==> config.mk <==
export PLATFORM = sky130hd
export DESIGN_NAME = sle_ctrl
export DESIGN_NICKNAME = d
export VERILOG_FILES = /design/src/hw/rtl/scancode_line_editor_assert.svh /design/src/hw/rtl/sle_pkg.sv /design/src/hw/rtl/sle_ctrl.sv
export SDC_FILE = /design/constraint.sdc
export NUM_CORES = 1
export LEC_CHECK = 0
export BUFFER_PORTS_ARGS = -buffer_cell sky130_fd_sc_hd__buf_2
export CAP_MARGIN = 10
export CORE_AREA = 2 2 39 41
export CTS_CLUSTER_SIZE = 25
export DETAILED_ROUTE_END_ITERATION = 7
export DIE_AREA = 0 0 41 43
export PLACE_DENSITY_LB_ADDON = 0.3
export SETUP_SLACK_MARGIN = 0.5
export SYNTH_ARGS = -nofsm -noshare
export SYNTH_HDL_FRONTEND = slang
export SYNTH_SLANG_ARGS = --single-unit
==> constraint.sdc <==
create_clock -name clk -period 1.75 [get_ports clk]
set_clock_uncertainty 0.05 [all_clocks]
set_input_delay 0.175 -clock clk [delete_from_list [all_inputs] [get_ports clk]]
set_output_delay 0.175 -clock clk [all_outputs]
set_load 0.03 [all_outputs]
==> src/hw/rtl/scancode_line_editor_assert.svh <==
// Assertion macros for the scancode line editor.
// Every macro samples on clk and is disabled while rst is high.
`ifndef SCANCODE_LINE_EDITOR_ASSERT_SVH
`define SCANCODE_LINE_EDITOR_ASSERT_SVH

// Condition must hold at every sampled edge
`define SLE_ASSERT_ALWAYS(lbl, expr) \
  lbl: assert property (@(posedge clk) disable iff (rst) (expr)) \
    else $error("sle assertion failed");

// Same-cycle implication
`define SLE_ASSERT_IMPLY(lbl, ante, cons) \
  lbl: assert property (@(posedge clk) disable iff (rst) (ante) |-> (cons)) \
    else $error("sle assertion failed");

// Next-cycle implication
`define SLE_ASSERT_NEXT(lbl, ante, cons) \
  lbl: assert property (@(posedge clk) disable iff (rst) (ante) |=> (cons)) \
    else $error("sle assertion failed");

`endif

==> src/hw/rtl/sle_pkg.sv <==
// Shared types, constants and key tables for the scancode line editor.
// Used by the controller, the datapath and the top level.
package sle_pkg;

  // Sizing
  localparam int LINE_BYTES    = 256;
  localparam int HISTORY_DEPTH = 32;

  localparam int LINE_AW = $clog2(LINE_BYTES);
  localparam int HIST_CW = $clog2(HISTORY_DEPTH + 1);
  localparam int HIST_SW = (HISTORY_DEPTH > 1) ? $clog2(HISTORY_DEPTH) : 1;
  localparam int HIST_WORDS = HISTORY_DEPTH * LINE_BYTES;
  localparam int HIST_AW = $clog2(HIST_WORDS);

  // Field widths
  localparam int SC_W  = 8;
  localparam int CH_W  = 7;
  localparam int LEN_W = 8;
  localparam int BYTE_W = 8;

  // Opcodes
  localparam logic OP_KEY  = 1'b0;
  localparam logic OP_READ = 1'b1;

  // Result events
  typedef enum logic [2:0] {
    EV_NONE    = 3'd0,
    EV_ECHO    = 3'd1,
    EV_ERASE   = 3'd2,
    EV_SUBMIT  = 3'd3,
    EV_CANCEL  = 3'd4,
    EV_REPLACE = 3'd5,
    EV_CLEAR   = 3'd6
  } event_t;

  // Set-1 scancodes
  localparam logic [SC_W-1:0] SC_LSHIFT = 8'h2A;
  localparam logic [SC_W-1:0] SC_RSHIFT = 8'h36;
  localparam logic [SC_W-1:0] SC_CTRL   = 8'h1D;
  localparam logic [SC_W-1:0] SC_UP     = 8'h48;
  localparam logic [SC_W-1:0] SC_DOWN   = 8'h50;
  localparam logic [SC_W-1:0] SC_KEY_C  = 8'h2E;
  localparam logic [SC_W-1:0] SC_KEY_L  = 8'h26;
  localparam int SC_BREAK_BIT = 7;

  // ASCII control characters
  localparam logic [CH_W-1:0] CH_NUL = 7'h00;
  localparam logic [CH_W-1:0] CH_BS  = 7'h08;
  localparam logic [CH_W-1:0] CH_TAB = 7'h09;
  localparam logic [CH_W-1:0] CH_LF  = 7'h0A;

  // US key tables, padded to a power of two with empty entries
  localparam int KEY_TABLE_LEN   = 58;
  localparam int KEY_TABLE_SLOTS = 64;

  localparam logic [CH_W-1:0] KEYMAP_PLAIN [KEY_TABLE_SLOTS] = '{
    7'h00, 7'h00, 7'h31, 7'h32, 7'h33, 7'h34, 7'h35, 7'h36, 7'h37, 7'h38,
    7'h39, 7'h30, 7'h2D, 7'h3D, 7'h08, 7'h09, 7'h71, 7'h77, 7'h65, 7'h72,
    7'h74, 7'h79, 7'h75, 7'h69, 7'h6F, 7'h70, 7'h5B, 7'h5D, 7'h0A, 7'h00,
    7'h61, 7'h73, 7'h64, 7'h66, 7'h67, 7'h68, 7'h6A, 7'h6B, 7'h6C, 7'h3B,
    7'h27, 7'h60, 7'h00, 7'h5C, 7'h7A, 7'h78, 7'h63, 7'h76, 7'h62, 7'h6E,
    7'h6D, 7'h2C, 7'h2E, 7'h2F, 7'h00, 7'h2A, 7'h00, 7'h20, 7'h00, 7'h00,
    7'h00, 7'h00, 7'h00, 7'h00
  };

  localparam logic [CH_W-1:0] KEYMAP_SHIFTED [KEY_TABLE_SLOTS] = '{
    7'h00, 7'h00, 7'h21, 7'h40, 7'h23, 7'h24, 7'h25, 7'h5E, 7'h26, 7'h2A,
    7'h28, 7'h29, 7'h5F, 7'h2B, 7'h08, 7'h09, 7'h51, 7'h57, 7'h45, 7'h52,
    7'h54, 7'h59, 7'h55, 7'h49, 7'h4F, 7'h50, 7'h7B, 7'h7D, 7'h0A, 7'h00,
    7'h41, 7'h53, 7'h44, 7'h46, 7'h47, 7'h48, 7'h4A, 7'h4B, 7'h4C, 7'h3A,
    7'h22, 7'h7E, 7'h00, 7'h7C, 7'h5A, 7'h58, 7'h43, 7'h56, 7'h42, 7'h4E,
    7'h4D, 7'h3C, 7'h3E, 7'h3F, 7'h00, 7'h2A, 7'h00, 7'h20, 7'h00, 7'h00,
    7'h00, 7'h00, 7'h00, 7'h00
  };

  function automatic logic [CH_W-1:0] key_ascii(input logic [5:0] code,
                                                input logic shifted);
    return shifted ? KEYMAP_SHIFTED[code] : KEYMAP_PLAIN[code];
  endfunction

  // Controller to datapath
  typedef struct packed {
    logic accept;    // input item taken this cycle
    logic exec;      // decode and update state
    logic copy;      // line/history copy in progress
    logic load_out;  // move result into output register
  } cmd_t;

  // Datapath to controller
  typedef struct packed {
    logic start_copy;  // item needs a copy pass
    logic copy_done;   // copy pass finished
  } status_t;

endpackage

==> src/hw/rtl/sle_ctrl.sv <==
// Sequencing controller for the scancode line editor.
// Depends on sle_pkg for the command and status structs.
module sle_ctrl (
  input  logic             clk,
  input  logic             rst,
  input  logic             in_valid,
  output logic             in_stall,
  output logic             out_valid,
  input  logic             out_stall,
  input  sle_pkg::status_t status,
  output sle_pkg::cmd_t    cmd
);

  typedef enum logic [3:0] {
    ST_IDLE = 4'b0001,
    ST_EXEC = 4'b0010,
    ST_COPY = 4'b0100,
    ST_DONE = 4'b1000
  } state_t;

  state_t state;
  state_t state_next;
  logic   out_valid_next;

  assign in_stall = (state != ST_IDLE);

  // Commands
  always_comb begin
    cmd.accept   = (state == ST_IDLE) && in_valid;
    cmd.exec     = (state == ST_EXEC);
    cmd.copy     = (state == ST_COPY);
    cmd.load_out = (state == ST_DONE) && (!out_valid || !out_stall);
  end

  // Next state
  always_comb begin
    state_next = state;
    unique case (state)
      ST_IDLE: begin
        if (in_valid) state_next = ST_EXEC;
      end
      ST_EXEC: begin
        state_next = status.start_copy ? ST_COPY : ST_DONE;
      end
      ST_COPY: begin
        if (status.copy_done) state_next = ST_DONE;
      end
      ST_DONE: begin
        if (!out_valid || !out_stall) state_next = ST_IDLE;
      end
      default: state_next = ST_IDLE;
    endcase
  end

  // Output valid holds until taken
  always_comb begin
    if (cmd.load_out) begin
      out_valid_next = 1'b1;
    end else begin
      out_valid_next = out_valid && out_stall;
    end
  end

  always_ff @(posedge clk) begin
    if (rst) begin
      state     <= ST_IDLE;
      out_valid <= 1'b0;
    end else begin
      state     <= state_next;
      out_valid <= out_valid_next;
    end
  end

endmodule

==> results of run 1 <==
## final cells by class
class,count,area (um2)
fillers,157,892
clock buffers,4,26.3
flip-flops and latches,5,113
repair buffers,16,114
inverters,3,11.3
well taps,16,20.0
multi-input cells,22,208
## synth_stat cells
library cell  instances  area (um2)
a21oi_1               2        10.0
a31oi_1               3        18.8
dfxtp_1               5         100
inv_1                 3        11.3
nand2_1               1        3.75
nand3_1               1        5.00
nand4b_1              1        8.76
nor2_1                4        15.0
nor3_4                1        16.3
nor3b_1               2        15.0
nor4_1                2        12.5
o211ai_1              1        7.51
o21ai_0               1        5.00
o32ai_1               1        8.76
or3_1                 1        6.26
or4b_4                1        13.8
## per-stage QoR
step	power (mW)	hold WS (ps)
global placement	0.184	379
CTS	0.332	105
detailed placement	0.184	373
floorplan	0.166	190
global route	0.353	116
finish	0.332	117
## kinds of logic (layout without fill, tap and decap cells)
kind of cell,after synthesis,count (layout),share of synthesized area
flip-flops,5,5,0.388
buffers and inverters,3,23,0.0437
AO/OA/AOI/OAI,8,8,0.194
AND/OR/NAND/NOR,14,14,0.374
## worst min-delay path by stage
stage                     endpoint  slack [ps]  start
after floorplan           state[1]         190    rst
after global placement    state[1]         380    rst
after detailed placement  state[1]         370    rst
after CTS                 state[1]         100    rst
after global routing      state[1]         120    rst
final                     state[1]         120    rst
## power by group through the flow
stage               logic [mW]  registers [mW]  clock network (mW)
global placement        0.0544           0.130                   0
floorplan               0.0377           0.128                   0
CTS                     0.0743           0.120               0.137
detailed placement      0.0541           0.129                   0
finish                  0.0793           0.119               0.134
global route            0.0858           0.119               0.148
## sequential cells by signal, summed over array words and instances, names as in the netlist
signal and flops:
state 4, out_valid 1
## per-layer routing
layer | vias to the layer above | track usage | part of all wire
met3 | 6 | 0.0942 | 0.099
li1 | 154 | - | -
met2 | 11 | 0.150 | 0.49
met5 | - | 0 | 0
met4 | 0 | 0.0400 | 0.039
met1 | 143 | 0.119 | 0.38
## repair_timing
| item | CTS | global route |
|---|---|---|
| setup endpoints to repair | 6 | 8 |
| buffers inserted | 4 | 0 |
| pin swaps | 4 | 1 |
| gates resized for setup | 10 | 6 |
## worst max-delay path, cell delays in order, from the launching register on
cell	delay (ps)
dfxtp_4	360
or4b_4	510
nor2_4	100
buf_6	130
==> results.json, run 1 <==
{
  "status": "completed",
  "routed_wl_um": 739,
  "wl_per_cell_um": 11.2,
  "post-place-ws_ps": 302,
  "clk_pin_slew_worst_paths_ps": 40,
  "startpoint": "state[2]",
  "ys_warn_count": 0,
  "power_frac_comb": 0.239,
  "via_count": 314,
  "synthToLayoutAreaGrowth_pct": 90.8,
  "rr_endpoint": "state[0]",
  "mostFrequentLayoutCells": "buf_2 (7), buf_4 (6)",
  "p_int_mw": 0.237,
  "max_freq_ghz": 0.636,
  "seq_area_frac_synth": 0.388,
  "path_max_fanout": 8,
  "postCtsHoldBufs": 0,
  "syn_nets": 36,
  "ant_nets": 0,
  "startpoint_type": "flop",
  "post-route-period-util": 0.898,
  "coreArea_um2": 1380,
  "die_h_um": 43,
  "fin_cells": 66,
  "antenna_cells": 0,
  "placed_area_um2": 377,
  "final_cell_area_um2": 492,
  "rsz0062_at_grt": "true",
  "grt_pass1_vias": 309,
  "clk_latency_ps": 240,
  "utilization": 0.355,
  "cp-end-kind": "output port",
  "cts_buffers": 3,
  "fin_crit_ps": 1570,
  "drc": 0,
  "grt_start_max_net_pins": 9,
  "nets": 57,
  "drtIter0Drc": 2,
  "rows": 14,
  "syn-instance-count": 30,
  "synthDistinctLibCells": 16,
  "dp_cells": 58,
  "fin_tns_setup_ps": 0,
  "p_sw_mw": 0.0953,
  "reg2reg_depth": 4,
  "ios": 12,
  "swShare": 0.287,
  "grt.total_usage": 0.109,
  "dr.pass1.iters": 4,
  "io_buffer_count": 11,
  "start_util": 0.186,
  "syn_area_um2": 258,
  "ys_seq_elements": 5,
  "synth_area_per_cell_um2": 8.59,
  "clock_path_buffers": 2,
  "setup_slack_ps": 179,
  "drive_gt1_frac": 0.640,
  "hold_path.class": "in -> reg",
  "endpoint": "cmd[3]",
  "final_common_cell": "buf_2",
  "whs_path_depth": 2,
  "rr_startpoint": "state[2]",
  "seqPwrFrac": 0.358,
  "cap_violations": 0,
  "grt_pass1_wl_um": 1220,
  "p_leak_nw": 0.178,
  "die_w_um": 41,
  "cts_sinks": 5,
  "gp_congestion": 0.676,
  "viasPerCell": 4.76,
  "ir_drop_uv": 183,
  "hold_violations": 0,
  "path_class": "reg -> out",
  "cts_tree": "built",
  "clockRootBuffer": "clkbuf_4",
  "crit_required_ps": 1520,
  "maxSlewHeadroom": 0.857,
  "drv_slew": 0,
  "setup_viol_count_final": 0,
  "power.share.clock": 0.403,
  "worst-r2r-setup-slack_ps": 330,
  "antenna_found_initial": 0,
  "ctsHtreeMaxLevel": 1,
  "worst_pin_slew_ps": 212,
  "powerDensity_nw_per_um2": 676,
  "grt-ovfl-total": 0,
  "cp.arrival_ps": 1350,
  "die_area_um2": 1760
}
(Power assumes the default switching activity.)
==> run 2: changes to the inputs <==
ABC_AREA = 1   (was default)
==> results.json, run 2 <==
{
  "clk_latency_ps": 230,
  "synth_edf_count": 0,
  "utilization": 0.412,
  "drv_slew": 0,
  "routed_wl_um": 923,
  "p_int_mw": 0.318,
  "ys_seq_elements": 5,
  "dp_hpwl_um": 522,
  "power.share.clock": 0.259,
  "viasPerCell": 4.11,
  "hold_path.class": "in -> reg",
  "syn_area_um2": 287,
  "io_buffer_count": 11,
  "mostFrequentLayoutCells": "buf_4 (11), nand2_1 (8), buf_2 (6)",
  "ios": 12,
  "startpoint": "state[3]",
  "grt_pass1_vias": 328,
  "reg_top3": "state x4, out_valid x1",
  "cp-end-kind": "output port",
  "drive_gt1_frac": 0.667,
  "p_sw_mw": 0.174,
  "wl_per_cell_um": 10.5,
  "coreArea_um2": 1380,
  "maxSlewHeadroom": 0.887,
  "ys_warn_count": 0,
  "clk_pin_slew_worst_paths_ps": 40,
  "clock_path_buffers": 2,
  "path_max_fanout": 3,
  "seq_area_frac_synth": 0.349,
  "endpoint": "cmd[0]",
  "worst-r2r-setup-slack_ps": 460,
  "crit_required_ps": 1520,
  "fin_tns_setup_ps": 0,
  "hold-worst-slack_ps": 106,
  "via_count": 362,
  "netlist_top_cells_count": "inv_1 (10), nand2_1 (10), nor2_1 (7), dfxtp_1 (5)",
  "fin_cells": 88,
  "fillers": 148,
  "rr_startpoint": "state[0]",
  "synthFlopType": "dfxtp_1",
  "hold_violations": 0,
  "largest_reg_flops": 4,
  "cts_tree": "built",
  "post-route-period-util": 0.764,
  "gp_congestion": 0.736,
  "antenna_cells": 0,
  "drc": 0,
  "die_h_um": 43,
  "cap_violations": 0,
  "ctsHtreeMaxLevel": 1,
  "synth_top_area_frac": 0.349,
  "dp_cells": 73,
  "grt.total_usage": 0.115,
  "synth_area_per_cell_um2": 6.23,
  "clockRootBuffer": "clkbuf_4",
  "startpoint_type": "flop",
  "synthDistinctLibCells": 10,
  "syn-instance-count": 46,
  "cts_sinks": 5,
  "ant_nets": 0,
  "powerDensity_nw_per_um2": 863,
  "nets": 79,
  "swShare": 0.354,
  "cp.arrival_ps": 1110,
  "rr_endpoint": "state[0]",
  "antenna_found_initial": 0,
  "cts_buffers": 3,
  "grt_pass1_wl_um": 1260,
  "ir_drop_uv": 304,
  "max_freq_ghz": 0.748,
  "drtIter0Drc": 12,
  "p_leak_nw": 0.301,
  "seqPwrFrac": 0.290,
  "rsz0062_at_grt": "true",
  "synthArstFlopShare": 0,
  "reg2reg_depth": 9,
  "synth.area.top_cells": "dfxtp_1 (35%), inv_1 (13%), nand2_1 (13%), nor2_1 (9.2%), nor2_2 (8.7%)",
  "status": "completed",
  "power_frac_comb": 0.451,
  "worst_pin_slew_ps": 169,
  "start_util": 0.207,
  "synthToLayoutAreaGrowth_pct": 99.1,
  "setup_viol_count_final": 0,
  "grt_start_max_net_pins": 5,
  "largest-register": "state",
  "grt-ovfl-total": 0,
  "dr.pass1.iters": 4,
  "final_common_cell": "buf_4",
  "die_w_um": 41,
  "path_class": "reg -> out",
  "die_area_um2": 1760,
  "fin_crit_ps": 1340,
  "rows": 14,
  "synth_top_cell_by_area": "dfxtp_1",
  "syn_nets": 52
}
## run 2: what timing repair did
action                     CTS  global route
buffers inserted             8             3
setup endpoints to repair    5             9
pin swaps                    2             7
hold buffers                 0             0
gates resized for setup     18            16
## run 2: worst max-delay path, stage by stage, from the launching register on
cell,delay [ps]
dfxtp_4,380
inv_4,50
nor2_4,120
nand2_2,80
nor2_2,120
buf_6,140
## run 2: layer usage
metal | global-route usage | vias to the layer above | part of all wire
met2 | 0.172 | 7 | 0.58
met4 | 0.120 | 0 | 0.012
met3 | 0.0157 | 2 | 0.030
met1 | 0.123 | 160 | 0.37
met5 | 0 | - | 0
li1 | - | 193 | -
## run 2: worst min-delay path by stage
stage | start | endpoint | slack, ps | depth (start not counted)
6_report | rst | out_valid | 110 | 2
5_1_grt | rst | out_valid | 110 | 2
4_1_cts | rst | state[2] | 90 | 2
3_5_place_dp | rst | out_valid | 350 | 2
3_3_place_gp | rst | out_valid | 350 | 2
2_1_floorplan | rst | out_valid | 190 | 1
## run 2: area by class of cell
| class | count | area [um2] | share of cell area |
|---|---|---|---|
| inverter | 10 | 40.0 | 0.0702 |
| multi-input combinational | 31 | 205 | 0.360 |
| clock buffer | 4 | 26.3 | 0.0461 |
| sequential | 5 | 110 | 0.193 |
| tap | 16 | 20.0 | 0.0351 |
| timing repair buffer | 22 | 169 | 0.296 |
## run 2: metrics by stage
stage	worst slack, ps	area [um2]	power (mW)
finish	413	571	0.492
global placement	595	369	0.262
global route	355	571	0.522
detailed placement	593	369	0.260
floorplan	511	294	0.229
CTS	445	500	0.448
## run 2: cell families after synthesis
| family | Yosys count | synth area share |
|---|---|---|
| buf+inv | 10 | 0.131 |
| compound gates | 3 | 0.0524 |
| flops | 5 | 0.349 |
| simple gates | 28 | 0.467 |
## run 2: power groups by stage
stage | registers (mW) | logic (mW) | clock network (mW)
after CTS | 0.140 | 0.172 | 0.136
after floorplan | 0.136 | 0.0931 | 0
after global placement | 0.136 | 0.126 | 0
after global routing | 0.144 | 0.239 | 0.140
after detailed placement | 0.136 | 0.125 | 0
final | 0.143 | 0.222 | 0.127
